--- config.mk ---
export PLATFORM = sky130hd
export DESIGN_NAME = ft3d_ctrl
export DESIGN_NICKNAME = d
export VERILOG_FILES = /design/src/rtl/ft3d_pkg.sv /design/src/rtl/ft3d_ctrl.sv
export SDC_FILE = /design/constraint.sdc
export NUM_CORES = 1
export LEC_CHECK = 0
export BUFFER_PORTS_ARGS = -buffer_cell sky130_fd_sc_hd__buf_2
export CAP_MARGIN = 20
export CORE_ASPECT_RATIO = 0.7
export CORE_MARGIN = 1.5
export CORE_UTILIZATION = 60
export CTS_BUF_LIST = sky130_fd_sc_hd__clkbuf_4 sky130_fd_sc_hd__clkbuf_8
export DETAILED_ROUTE_END_ITERATION = 7
export HOLD_SLACK_MARGIN = 0.1
export PLACE_DENSITY_LB_ADDON = 0.05
export SYNTH_ARGS = -nofsm -noshare
export SYNTH_HDL_FRONTEND = slang
export SYNTH_SLANG_ARGS = --single-unit
export TNS_END_PERCENT = 100
--- constraint.sdc ---
create_clock -name clk -period 8.51 [get_ports clk]
set_input_delay 0.4255 -clock clk [delete_from_list [all_inputs] [get_ports clk]]
set_output_delay 0.4255 -clock clk [all_outputs]
set_load 0.03 [all_outputs]
--- src/rtl/ft3d_pkg.sv ---
// Shared types and constants for the three-dimensional Fenwick tree block.
// Holds the item and result payload structs, the item kind codes and the
// configuration register indexes. Depends on nothing.
`timescale 1ns / 1ps

package ft3d_pkg;

  // Width of an input coordinate field and of a grid dimension register.
  localparam int FW = 5;
  // Internal coordinate width: one bit wider, so that i | (i + 1) never wraps.
  localparam int CW = FW + 1;
  // Width of a tree word and of the value and sum fields.
  localparam int DW = 32;

  localparam int DEF_MAX_DIM = 16;
  localparam logic [FW-1:0] DIM_RESET = 5'd16;

  // Item kinds.
  localparam logic [1:0] K_POINT = 2'd0;
  localparam logic [1:0] K_BOX   = 2'd1;
  localparam logic [1:0] K_QUERY = 2'd2;
  localparam logic [1:0] K_CLEAR = 2'd3;

  // Configuration register indexes.
  localparam int CFG_IW = 2;
  localparam logic [CFG_IW-1:0] CFG_DIM_X = 2'd0;
  localparam logic [CFG_IW-1:0] CFG_DIM_Y = 2'd1;
  localparam logic [CFG_IW-1:0] CFG_DIM_Z = 2'd2;

  typedef struct packed {
    logic [1:0]           kind;
    logic [FW-1:0]        begin_x;
    logic [FW-1:0]        begin_y;
    logic [FW-1:0]        begin_z;
    logic [FW-1:0]        end_x;
    logic [FW-1:0]        end_y;
    logic [FW-1:0]        end_z;
    logic signed [DW-1:0] value;
  } item_t;

  typedef struct packed {
    logic signed [DW-1:0] sum;
    logic                 range_error;
  } result_t;

  // Grid dimensions in use, already clamped to 1..MAX_DIM.
  typedef struct packed {
    logic [CW-1:0] x;
    logic [CW-1:0] y;
    logic [CW-1:0] z;
  } dims_t;

endpackage

--- src/rtl/ft3d_ctrl.sv ---
// Sequencer of the Fenwick tree: clearing sweep, read-modify-write update walks
// for point and box adds, and the eight prefix-sum read walks of a box query.
// Uses ft3d_pkg and drives the ports of ft3d_store.
`timescale 1ns / 1ps

module ft3d_ctrl #(
  parameter int MAX_DIM = ft3d_pkg::DEF_MAX_DIM,
  parameter int DEPTH   = MAX_DIM ** 3,
  parameter int AW      = $clog2(DEPTH)
) (
  input  logic                    clk,
  input  logic                    rst,
  input  ft3d_pkg::dims_t         dims,
  input  logic                    wipe,
  input  logic                    item_valid,
  output logic                    item_stall,
  input  ft3d_pkg::item_t         item,
  input  logic                    res_free,
  output logic                    res_load,
  output ft3d_pkg::result_t       res_data,
  output logic                    mem_we,
  output logic [AW-1:0]           mem_waddr,
  output logic [ft3d_pkg::DW-1:0] mem_wdata,
  output logic                    mem_re,
  output logic [AW-1:0]           mem_raddr,
  input  logic [ft3d_pkg::DW-1:0] mem_rdata
);

  localparam int CW = ft3d_pkg::CW;
  localparam int DW = ft3d_pkg::DW;
  localparam logic [AW-1:0] LAST_ADDR = AW'(DEPTH - 1);

  typedef enum logic [6:0] {
    S_IDLE  = 7'b0000001,
    S_CLEAR = 7'b0000010,
    S_RD    = 7'b0000100,
    S_WR    = 7'b0001000,
    S_QRY   = 7'b0010000,
    S_DRAIN = 7'b0100000,
    S_DONE  = 7'b1000000
  } state_t;

  state_t state, state_next;

  logic [AW-1:0] sweep;
  logic          clr_reply;
  logic [CW-1:0] bx, by, bz, ex, ey, ez;
  logic [CW-1:0] lx, ly, lz;
  logic [CW-1:0] cx, cy, cz;
  logic [CW-1:0] ux, uy, uz;
  logic [DW-1:0] value;
  logic [2:0]    corner;
  logic          rd_pend, rd_neg;
  logic [DW-1:0] acc;
  logic          err;

  function automatic logic [AW-1:0] cell_addr(input logic [CW-1:0] i, input logic [CW-1:0] j,
                                               input logic [CW-1:0] k);
    return AW'(i) + AW'(j) * AW'(MAX_DIM) + AW'(k) * AW'(MAX_DIM * MAX_DIM);
  endfunction

  // Accept-side decode.
  logic          accept;
  logic [CW-1:0] in_bx, in_by, in_bz, in_ex, in_ey, in_ez;
  logic [CW-1:0] ax, ay, az, in_lx, in_ly, in_lz;
  logic          box_empty, query_bad;

  assign item_stall = (state != S_IDLE);
  assign accept     = item_valid && (state == S_IDLE);

  always_comb begin
    in_bx = {1'b0, item.begin_x};
    in_by = {1'b0, item.begin_y};
    in_bz = {1'b0, item.begin_z};
    in_ex = {1'b0, item.end_x};
    in_ey = {1'b0, item.end_y};
    in_ez = {1'b0, item.end_z};
    // A point add is a box add of one cell; either way the end is clipped to the grid.
    ax = (item.kind == ft3d_pkg::K_POINT) ? in_bx + CW'(1) : in_ex;
    ay = (item.kind == ft3d_pkg::K_POINT) ? in_by + CW'(1) : in_ey;
    az = (item.kind == ft3d_pkg::K_POINT) ? in_bz + CW'(1) : in_ez;
    in_lx = (ax < dims.x) ? ax : dims.x;
    in_ly = (ay < dims.y) ? ay : dims.y;
    in_lz = (az < dims.z) ? az : dims.z;
    box_empty = (in_bx >= in_lx) || (in_by >= in_ly) || (in_bz >= in_lz);
    query_bad = (in_bx > dims.x) || (in_by > dims.y) || (in_bz > dims.z) ||
                (in_ex > dims.x) || (in_ey > dims.y) || (in_ez > dims.z);
  end

  // Update walk: next tree word of the current cell, then the next cell of the box.
  logic [CW-1:0] upd_x, upd_y, upd_z, cell_x, cell_y, cell_z;
  logic          upd_last, box_last;

  always_comb begin
    upd_x    = ux;
    upd_y    = uy;
    upd_z    = uz;
    cell_x   = cx;
    cell_y   = cy;
    cell_z   = cz;
    upd_last = 1'b0;
    box_last = 1'b0;
    if ((uz | (uz + CW'(1))) < dims.z) begin
      upd_z = uz | (uz + CW'(1));
    end else begin
      upd_z = cz;
      if ((uy | (uy + CW'(1))) < dims.y) begin
        upd_y = uy | (uy + CW'(1));
      end else begin
        upd_y = cy;
        if ((ux | (ux + CW'(1))) < dims.x) begin
          upd_x = ux | (ux + CW'(1));
        end else begin
          upd_last = 1'b1;
        end
      end
    end
    if (upd_last) begin
      if (cz + CW'(1) < lz) begin
        cell_z = cz + CW'(1);
      end else begin
        cell_z = bz;
        if (cy + CW'(1) < ly) begin
          cell_y = cy + CW'(1);
        end else begin
          cell_y = by;
          if (cx + CW'(1) < lx) begin
            cell_x = cx + CW'(1);
          end else begin
            box_last = 1'b1;
          end
        end
      end
      upd_x = cell_x;
      upd_y = cell_y;
      upd_z = cell_z;
    end
  end

  // Query walk. The iterators hold index + 1, so that a prefix of zero length
  // shows as a zero iterator and the step is u & (u - 1).
  logic [CW-1:0] qry_x, qry_y, qry_z;
  logic [2:0]    corner_next;
  logic          q_live, corner_end, corner_last, q_read;

  always_comb begin
    qry_x       = ux;
    qry_y       = uy;
    qry_z       = uz;
    corner_next = corner;
    corner_end  = 1'b0;
    corner_last = 1'b0;
    q_live      = (ux != '0) && (uy != '0) && (uz != '0);
    if (q_live) begin
      if ((uz & (uz - CW'(1))) != '0) begin
        qry_z = uz & (uz - CW'(1));
      end else begin
        qry_z = corner[2] ? bz : ez;
        if ((uy & (uy - CW'(1))) != '0) begin
          qry_y = uy & (uy - CW'(1));
        end else begin
          qry_y = corner[1] ? by : ey;
          if ((ux & (ux - CW'(1))) != '0) begin
            qry_x = ux & (ux - CW'(1));
          end else begin
            corner_end = 1'b1;
          end
        end
      end
    end else begin
      corner_end = 1'b1;
    end
    if (corner_end) begin
      corner_next = corner + 3'd1;
      corner_last = (corner == 3'd7);
      qry_x = corner_next[0] ? bx : ex;
      qry_y = corner_next[1] ? by : ey;
      qry_z = corner_next[2] ? bz : ez;
    end
  end

  assign q_read = (state == S_QRY) && q_live;

  // Memory port drive.
  always_comb begin
    mem_re    = (state == S_RD) || q_read;
    mem_raddr = (state == S_QRY) ? cell_addr(ux - CW'(1), uy - CW'(1), uz - CW'(1))
                                 : cell_addr(ux, uy, uz);
    mem_we    = (state == S_WR) || (state == S_CLEAR);
    mem_waddr = (state == S_CLEAR) ? sweep : cell_addr(ux, uy, uz);
    mem_wdata = (state == S_CLEAR) ? '0 : mem_rdata + value;
  end

  assign res_load          = (state == S_DONE) && res_free;
  assign res_data.sum      = acc;
  assign res_data.range_error = err;

  always_comb begin
    state_next = state;
    case (state)
      S_IDLE: begin
        if (accept) begin
          case (item.kind)
            ft3d_pkg::K_POINT, ft3d_pkg::K_BOX: state_next = box_empty ? S_DONE : S_RD;
            ft3d_pkg::K_QUERY: state_next = query_bad ? S_DONE : S_QRY;
            default: state_next = S_CLEAR;
          endcase
        end
      end
      S_CLEAR: begin
        if (sweep == LAST_ADDR) begin
          state_next = clr_reply ? S_DONE : S_IDLE;
        end
      end
      S_RD:    state_next = S_WR;
      S_WR:    state_next = box_last ? S_DONE : S_RD;
      S_QRY: begin
        if (corner_end && corner_last) begin
          state_next = S_DRAIN;
        end
      end
      S_DRAIN: state_next = S_DONE;
      S_DONE: begin
        if (res_free) begin
          state_next = S_IDLE;
        end
      end
      default: state_next = S_IDLE;
    endcase
    if (wipe) begin
      state_next = S_CLEAR;
    end
  end

  always_ff @(posedge clk) begin
    if (rst) begin
      state     <= S_CLEAR;
      sweep     <= '0;
      clr_reply <= 1'b0;
      rd_pend   <= 1'b0;
    end else begin
      state   <= state_next;
      rd_pend <= q_read;
      if (wipe) begin
        sweep     <= '0;
        clr_reply <= 1'b0;
      end else if (state == S_CLEAR) begin
        sweep <= sweep + AW'(1);
      end else if (accept) begin
        sweep     <= '0;
        clr_reply <= 1'b1;
      end
    end
  end

  // Datapath registers.
  always_ff @(posedge clk) begin
    rd_neg <= ^corner;
    if (accept) begin
      bx     <= in_bx;
      by     <= in_by;
      bz     <= in_bz;
      ex     <= in_ex;
      ey     <= in_ey;
      ez     <= in_ez;
      lx     <= in_lx;
      ly     <= in_ly;
      lz     <= in_lz;
      cx     <= in_bx;
      cy     <= in_by;
      cz     <= in_bz;
      value  <= $unsigned(item.value);
      corner <= 3'd0;
      acc    <= '0;
      err    <= (item.kind == ft3d_pkg::K_QUERY) && query_bad;
      if (item.kind == ft3d_pkg::K_QUERY) begin
        ux <= in_ex;
        uy <= in_ey;
        uz <= in_ez;
      end else begin
        ux <= in_bx;
        uy <= in_by;
        uz <= in_bz;
      end
    end else begin
      if (rd_pend) begin
        acc <= rd_neg ? acc - mem_rdata : acc + mem_rdata;
      end
      if (state == S_WR) begin
        cx <= cell_x;
        cy <= cell_y;
        cz <= cell_z;
        ux <= upd_x;
        uy <= upd_y;
        uz <= upd_z;
      end else if (state == S_QRY) begin
        corner <= corner_next;
        ux     <= qry_x;
        uy     <= qry_y;
        uz     <= qry_z;
      end
    end
  end

endmodule
# [Yosys cells after proc, flatten, opt, wreduce, memory -nomap -nowiden]
# Index checks and enable logic that the tools add are counted.
[totals] ff_bits=174 in_bits=119 wordCells=222
[classes] add_sub_neg=21 magnitude_cmp=18 eq_ne=21 muxes=87 bitwise=8 reduce_logical=40
[op_table] op="6-bit two-way mux" n=42
[op_table] op="5-bit two-way mux" n=17
[op_table] op="32-bit adder" n=2
[op_table] op="32-bit two-way mux" n=2
[op_table] op="7-bit two-way mux" n=8
[op_table] op="6-bit less-than comparator" n=9
[op_table] op="7-bit case mux with 7 select lines" n=1
[op_table] op="12-bit two-way mux" n=4
[op_table] op="6-bit by 1-bit adder with 6-bit output (second input constant)" n=6
[op_table] op="5-bit by 6-bit greater-than comparator with 1-bit output" n=6
[op_table] op="6-bit nonzero test" n=6
[op_table] op="32-bit subtractor" n=1
[op_table] op="11-bit by 12-bit adder with 12-bit output" n=2
[op_table] op="6-bit by 10-bit adder with 11-bit output" n=2
[op_table] op="5-bit by 1-bit adder with 6-bit output (second input constant)" n=3
[op_table] op="6-bit AND" n=3
[op_table] op="5-bit by 6-bit >= comparator with 1-bit output" n=3
[op_table] op="6-bit OR" n=3
[op_table] op="6-bit by 1-bit subtractor with 6-bit output (second input constant)" n=3
[op_table] op="7-bit case mux with 2 select lines" n=1
[op_table] op="12-bit by 1-bit adder with 12-bit output (second input constant)" n=1
[op_table] op="12-bit == test (second input constant)" n=1
[op_table] op="1-bit two-way mux" n=12
[op_table] op="4-bit != test (second input constant)" n=3
[op_table] op="28 further kinds" n=54

# [Logic depth before layout (Yosys ltp)]
# Gate-level depths: netlist of the first run.
[depth] ltp_word=11 ltp_mapped=22 mapped_depth_nobuf=20

# [Worst setup path before layout of the first run]
# No wires, ideal clock.
[synth_timing] path_kind="reg2reg" start="register state[4]" end="register bx[0] (enable)" setup_time_ps=477 t_arrival_ps=4024 t_required_ps=8033 path_slack_ps=4009 path_stages_with_launch=9 n_path_buf=3 period_less_slack_ps=4501 cell_sequence="dfxtp_1 -> or3_1 -> nor3_1 -> and3b_1 -> buf_2 -> nand2_1 -> inv_1 -> buf_2 -> buf_1"
[synth_between] elab_chain_len=2
[synth_lines] element="start: declaration" line="ft3d_ctrl.sv:43" source="state_t state, state_next;"
[synth_lines] element="start signal: assignment" line="ft3d_ctrl.sv:242" source="state <= state_next;"
[synth_lines] element="7-bit by 1-bit == test with 1-bit output" line="ft3d_ctrl.sv:69" source="assign accept = item_valid && (state == S_IDLE);"
[synth_lines] element="1-bit logical AND" line="ft3d_ctrl.sv:69"
[synth_lines] element="via accept" line="ft3d_ctrl.sv:63" source="logic accept;"
[synth_lines] element="end signal: assignment" line="ft3d_ctrl.sv:260" source="bx <= in_bx;"
[synth_lines] element="end: declaration" line="ft3d_ctrl.sv:47" source="logic [CW-1:0] bx, by, bz, ex, ey, ez;"
# The timed path passes the listed nets, and every way through them passes these cells.
# A chain may end at the register's enable or synchronous reset.

# [Worst setup path after layout of the first run]
[layout_timing] start="input port item[63] (netlist bit)" end="register state[2]"
[layout_between] elab_chain_len=11 word_cells_on_any_way=22
[layout_lines] element="start: declaration" line="ft3d_ctrl.sv:17" source="input ft3d_pkg::item_t item,"
[layout_lines] element="2-bit zero test *" line="ft3d_ctrl.sv:80" source="ay = (item.kind == ft3d_pkg::K_POINT) ? in_by + CW'(1) : in_ey;"
[layout_lines] element="6-bit two-way mux *" line="ft3d_ctrl.sv:80"
[layout_lines] element="6-bit less-than comparator" line="ft3d_ctrl.sv:83" source="in_ly = (ay < dims.y) ? ay : dims.y;"
[layout_lines] element="6-bit two-way mux *" line="ft3d_ctrl.sv:83"
[layout_lines] element="via in_ly[0]" line="ft3d_ctrl.sv:65" source="logic [CW-1:0] ax, ay, az, in_lx, in_ly, in_lz;"
[layout_lines] element="5-bit by 6-bit >= comparator with 1-bit output *" line="ft3d_ctrl.sv:85" source="box_empty = (in_bx >= in_lx) || (in_by >= in_ly) || (in_bz >= in_lz);"
[layout_lines] element="1-bit logical OR * (2 in series)" line="ft3d_ctrl.sv:85"
[layout_lines] element="7-bit two-way mux *" line="ft3d_ctrl.sv:204" source="ft3d_pkg::K_POINT, ft3d_pkg::K_BOX: state_next = box_empty ? S_DONE : S_RD;"
[layout_lines] element="7-bit case mux with 2 select lines *" line="ft3d_ctrl.sv:203" source="case (item.kind)"
[layout_lines] element="7-bit two-way mux *" line="ft3d_ctrl.sv:202" source="if (accept) begin"
[layout_lines] element="7-bit case mux with 7 select lines *" line="ft3d_ctrl.sv:200" source="case (state)"
# The timed path passes the listed nets; every way through them passes the cells marked *. The select of a mux whose other input is x is not followed.

==> metrics.cfg, run 1 <==
[synthesis]
syn_avg_cell_area_sq_um = 8.58
ys.flop_type = edfxtp_1
ys_seq_area_share_pct = 30.1
yosys.cell_types.count = 83
syn-cell-area_sq_um = 15400
yosysWarnings = 0
synth.net_count = 2099
netlist_instances = 1790
synth-seq-cells = 174
synthArstFlopShare_pct = 0
synth_edf_count = 114

[die]
dieHeight_um = 137
die_w_um = 194
rows = 48
io_pins = 212
initial_utilization_pct = 61.7
design.die.area_sq_um = 26600
core_sq_um = 24900

[min_path]
whs_path_depth = 1
hp-class = primary input to register
hold_path_end = value[23]$_DFFE_PP_
hold_start = item[23]

[pwr]
p_leak_nw = 7.84
vdd.ir_drop.worst_mv = 0.0965
powerDensity_nw_per_um2 = 113

[global_route]
grt.busiest_layer = met1
antenna_found_initial = 0
grt_use_total_pct = 33.5
met2_usage_pct = 48.3
grt-ovfl-total = 0
grt_pass1_vias = 12800
grt_max_degree = 53
use_met1_pct = 49.7
use_met3_pct = 8.50
grt_first_pass_wirelength_um = 69300

[worst_setup_path]
r2r_end = cx[0]$_DFFE_PP_
crit_path_end_kind = register
worstPathArrival_ps = 5140
cp-startpoint = item[63]
r2r-start = uz[0]$_DFFE_PP_
critPathMaxFanout = 30
reg2reg_slack_ps = 4030
critPathKind = primary input to register
start_kind = primary input
required_ps = 8920
reg2reg_depth = 11

[detailed_routing]
antenna_left = 0
routed_via_density = 6.16
drt_iter0_markers = 1481
avgRoutedWirePerCell_um = 19.5
routed_wirelength_um = 45500
first_pass_iters = 5
vias = 14400
drc_errors = 0

[layout]
fin_util_pct = 69.8
final_cells = 2341
final_nets = 2312
area_growth_pct = 13.3
antenna_cells = 0
layout-drive-gt1-share_pct = 15.7

[placement]
gp_congestion = 0.993
dp_cells = 2273
dpl.hpwl_um = 34900
io_buffers = 211
place_ws_ps = 3490

[status]
outcome = complete, no violations

[timing]
max_freq_mhz = 212
layout_setup_ws_ps = 3780
setup_viol = 0
rsz0062_at_grt = false
maxSlewHeadroom_pct = 32.3
setup_tns_ps = 0
clock_skew_ps = 16.1
min_period_over_period_pct = 55.5
maxSlewViolCount = 0
hold_viol_final = 0
worst_slew_pin_slew_ps = 1020
period_needed_ps = 4730

[clock_tree]
numCtsBuffers = 17
cts_tree = built
numClockSinks = 174
clockRootBuffer = clkbuf_8
post_cts_resized = 0
clock_latency_ps = 490
clock_path_buffers = 2
clkTransAtPathRegs_ps = 100
htreeDepth = 4

[job]
cap_violations = 0

## critical path: stages
cell and delay, ps:
buf_2 160, or2_1 800, o21ai_0 320, ha_1 380, a2111oi_0 500, o21ai_1 160
o21a_1 270, mux2_2 340, ha_1 270, nand2b_1 150, a21o_1 170, a21oi_1 130
nor2b_1 50, o21ai_0 170, nand2b_1 130, a222oi_1 420, a31oi_1 140, nor3_1 130
## per-layer routing
| layer | share of wire [%] | vias to the layer above |
|---|---|---|
| met3 | 11 | 49 |
| li1 | - | 6902 |
| met5 | 0 | - |
| met1 | 47 | 6748 |
| met2 | 41 | 713 |
| met4 | 1.4 | 0 |
## how the worst max path moves through the flow
stage                                  endpoint  slack [ps]  cells after the start
after floorplan                 bx[0]$_DFFE_PP_        4010                      8
after global placement     acc[31]$_SDFFE_PP0P_        3760                     19
after detailed placement   acc[31]$_SDFFE_PP0P_        3490                     19
after CTS                  acc[31]$_SDFFE_PP0P_        4000                     19
after global routing      state[2]$_SDFFE_PP0P_        3530                     18
final                     state[2]$_SDFFE_PP0P_        3780                     18
## stage by stage
step           hold WS [ps]  total power, mW  area [sq um]
6_report                124             1.96         17400
2_1_floorplan           461             1.25         15400
3_5_place_dp            488             1.39         16700
4_1_cts                 102             1.96         17400
3_3_place_gp            478             1.37         16700
5_1_grt                 105             2.05         17400
## Yosys cell counts, drive strengths merged, types with 4 or more instances
cell | number | area, sq um
and2 | 6 | 37.5
or3 | 18 | 113
edfxtp | 114 | 3420
nand3b | 11 | 82.6
a22oi | 4 | 30.0
ha | 186 | 2330
a31oi | 16 | 100
a21boi | 8 | 60.1
o31a | 4 | 36.3
nand4 | 7 | 50.1
nor4b | 4 | 41.3
mux2i | 65 | 651
fa | 4 | 80.1
a21o | 39 | 294
dfxtp | 60 | 1200
nor2b | 27 | 169
xnor2 | 72 | 631
nand2 | 143 | 539
a21oi | 166 | 835
buf | 28 | 129
nand2b | 24 | 150
o21ai | 114 | 571
a2111oi | 7 | 80.1
nand3 | 51 | 255
a31o | 9 | 78.8
nor3b | 8 | 76.3
a211oi | 32 | 240
clkbuf | 35 | 131
a221oi | 4 | 41.3
nor3 | 49 | 260
o21bai | 7 | 52.6
nor2 | 172 | 646
inv | 113 | 424
or2 | 10 | 62.6
and3 | 21 | 133
o31ai | 6 | 55.1
and3b | 4 | 35.0
o21a | 35 | 263
xor2 | 45 | 394
o211ai | 8 | 60.1
mux2 | 18 | 203
nor4 | 5 | 31.3
## layout make-up
type                    instances  area (sq um)
fillers                      2067          7520
inverters                     113           427
clock inverters                13           103
clock buffers                  19           262
well taps                     325           407
flip-flops and latches        174          4630
multi-input cells            1440         10100
repair buffers                257          1500
## placed cells by master, fill, tap and decap left out, drive strengths merged, types with 5 or more instances in the layout
master,count
nor2b,27
dfxtp,60
o21a,35
a31o,9
inv,120
o211ai,8
mux2i,65
nand2,143
o31ai,6
o21bai,7
buf,224
or2,10
clkbuf,20
o21ai,114
xnor2,72
nor3b,8
nor4,5
nand3b,11
and3,21
a21o,39
nand4,7
nand2b,24
a31oi,16
a21boi,8
dlygate4sd3,32
xor2,45
and2,6
or3,18
edfxtp,114
a21oi,166
mux2,18
a211oi,32
ha,186
nor3,49
nand3,51
a2111oi,7
nor2,172
## flip-flops by register name, summed over array words and instances (netlist names), 7 cells and up
signal  flops
sweep      12
value      32
acc        32
state       7
## cells by family (layout without fill, tap and decap cells)
group                    after synthesis  after routing  share of synthesized area, %
flip-flops                           174            174                          30.1
buffers and inverters                176            402                          4.45
AND/OR/NAND/NOR                      567            567                          17.9
adder cells (fa/ha/maj)              190            190                          15.7
XOR/XNOR                             117            117                          6.67
multiplexers                          83             83                          5.55
AO/OA/AOI/OAI                        483            483                          19.7
## power by group
group | internal [mW] | leakage, nW | switching (mW)
sequential | 0.908 | 1.52 | 0.0114
combinational | 0.196 | 6.14 | 0.276
clock | 0.223 | 0.178 | 0.347
## what timing repair did
action	in CTS	in global routing
hold buffers	32	0
buffers inserted	0	0
hold endpoints to repair	32	0
No activity file was read; power rests on OpenSTA's default activity.
==> run 2: changes to the inputs <==
Settings changed: CORE_UTILIZATION 60 to 55.
Clock period 8.51 ns to 4.1 ns, I/O delays scaled along.
==> metrics.cfg, run 2 (synthesis results as in run 1) <==
[timing]
hold_viol_final = 0
maxSlewViolCount = 0
period_needed_ps = 4010
setup_tns_ps = 0
max_freq_mhz = 249
whs_ps = 163
worst_slew_pin_slew_ps = 1140
maxSlewHeadroom_pct = 23.6
min_period_over_period_pct = 97.9
clock_skew_ps = 12.5
setup_viol = 0

[layout]
multi_input_area_sq_um = 10200
reg_top3 = acc x32, value x32, sweep x12
nFillCells = 2291
final_nets = 2403
antenna_cells = 0
area_growth_pct = 19.5
final_cell_mix = buf_2, ha_1, nor2_1, a21oi_1, nand2_1
layout_commonest_cell = buf_2
final-seq-area_sq_um = 4630
layout-drive-gt1-share_pct = 17.8
final_cells = 2471

[die]
core_sq_um = 27100
design.die.area_sq_um = 29000
io_pins = 212
rows = 50
dieHeight_um = 143
initial_utilization_pct = 56.7
die_w_um = 203

[global_route]
grt_max_degree = 73
antenna_found_initial = 0
grt_use_total_pct = 32.4
grt_first_pass_wirelength_um = 72700
grt-ovfl-total = 0
grt_pass1_vias = 13100

[detailed_routing]
routed_via_density = 5.87
drt_iter0_markers = 1267
antenna_left = 0
drc_errors = 0
avgRoutedWirePerCell_um = 19.1
first_pass_iters = 6
routed_wirelength_um = 47200
vias = 14500

[pwr]
p_leak_nw = 8.30
p_comb_share_pct = 25.1
clockPowerShare_pct = 29.6
p_total_mw = 4.21
internal_power_mw = 2.92
vdd.ir_drop.worst_mv = 0.266
switchingPower_mw = 1.29
pwr-share-seq_pct = 45.3
switching_share_pct = 30.6
powerDensity_nw_per_um2 = 229

[worst_setup_path]
crit_path_end_kind = output port
cp_cell_sequence = inv_1 -> ha_1 -> or3b_1 -> ha_1 -> inv_1 -> ha_1 -> inv_1 -> fa_1 -> nor3_2 -> a21o_1 -> a21oi_1 -> xor2_1 -> nand2_1 -> o21ai_0 -> buf_4
reg2reg_slack_ps = 280
required_ps = 3890
worstPathArrival_ps = 3810
critPathKind = register to output port
cpLargestDelayFamily = adder cells
critPathMaxFanout = 5
crit_buf_inv = 4
slowest_stage = edfxtp_1
start_kind = register
max_stage_delay_ps = 450

[clock_tree]
clkTransAtPathRegs_ps = 100
htreeDepth = 4
numCtsBuffers = 17
numClockSinks = 174
clock_path_buffers = 2
cts_tree = built
clock_latency_ps = 500
clockRootBuffer = clkbuf_8

[min_path]
hp-class = primary input to register

[job]
cap_violations = 0

[placement]
dp_cells = 2356
dpl.hpwl_um = 36500
io_buffers = 211
gp_congestion = 0.936

[status]
outcome = complete, no violations

==> run 2: cell types whose count changed in the layout (fill, tap and decap cells not counted), moves of 3 or more <==
| cell | delta |
|---|---|
| a2111oi_0 | -4 |
| clkinvlp_4 | -3 |
| buf_4 | +47 |
| o21ai_0 | -6 |
| clkbuf_4 | +5 |
| buf_2 | -5 |
| dlygate4sd3_1 | +46 |
| o21ai_1 | +4 |
| inv_6 | -3 |
==> run 2: stage by stage <==
step | utilization [%] | cell area (sq um) | setup WS, ps
2_1_floorplan | - | 15400 | 332
3_3_place_gp | 63.0 | 17100 | 53.0
3_5_place_dp | 63.0 | 17100 | -39.0
4_1_cts | 67.4 | 18200 | 11.3
5_1_grt | 67.8 | 18400 | -2.77
6_report | 67.8 | 18400 | 86.9
==> run 2: worst paths after layout <==
kind | endpoint | cells after the start | start
worst max-delay path | mem_raddr[10] | 15 | ux[1]$_DFFE_PP_
worst min-delay path | state[6]$_SDFFE_PP0P_ | 4 | item[63]
worst max register to register | cy[2]$_DFFE_PP_ | 11 | uz[0]$_DFFE_PP_
worst min register to register | cz[5]$_SDFFE_PP0P_ | 2 | cz[5]$_SDFFE_PP0P_
==> run 2: routing by layer <==
layer  vias to the layer above  share of wire, %  wire length (um)  track usage, %
li1                       7090                 -                 -               -
met1                      6782                50             23500            50.6
met2                       603                40             18700            44.8
met3                        40               9.3              4380            7.19
met4                         0               1.3               626            6.74
met5                         -                 0                 0               0
==> run 2: timing repair <==
item,4_1_cts,5_1_grt
hold buffers,79,0
hold endpoints to repair,80,0
setup buffers,0,5
pin swaps,0,11
endpoints found under the setup margin,1,13
gates resized for setup,1,31
==> run 2: area by class of cell <==
| type | instances | share of cell area [%] |
|---|---|---|
| sequential | 174 | 25.2 |
| clock buffer | 24 | 1.70 |
| clock inverter | 8 | 0.422 |
| timing repair buffer | 348 | 12.6 |
| inverter | 113 | 2.32 |
| tap | 364 | 2.48 |
| multi-input combinational | 1440 | 55.3 |
==> run 2: power by group through the flow <==
stage	sequential [mW]	combinational, mW	clock, mW
global placement	1.95	0.942	0
finish	1.91	1.06	1.24
floorplan	1.99	0.598	0
global route	1.91	1.17	1.32
CTS	1.91	1.02	1.27
detailed placement	1.95	0.960	0
==> run 2: worst register-to-register path, stage by stage (launching register included) <==
cell and delay [ps]:
edfxtp_1 580, ha_1 330, or2_2 320, ha_1 280
a21boi_1 150, o21a_1 120, o21ai_1 60, a21oi_1 310
o211a_1 540, nand2_1 360, nand2_1 150, buf_4 290
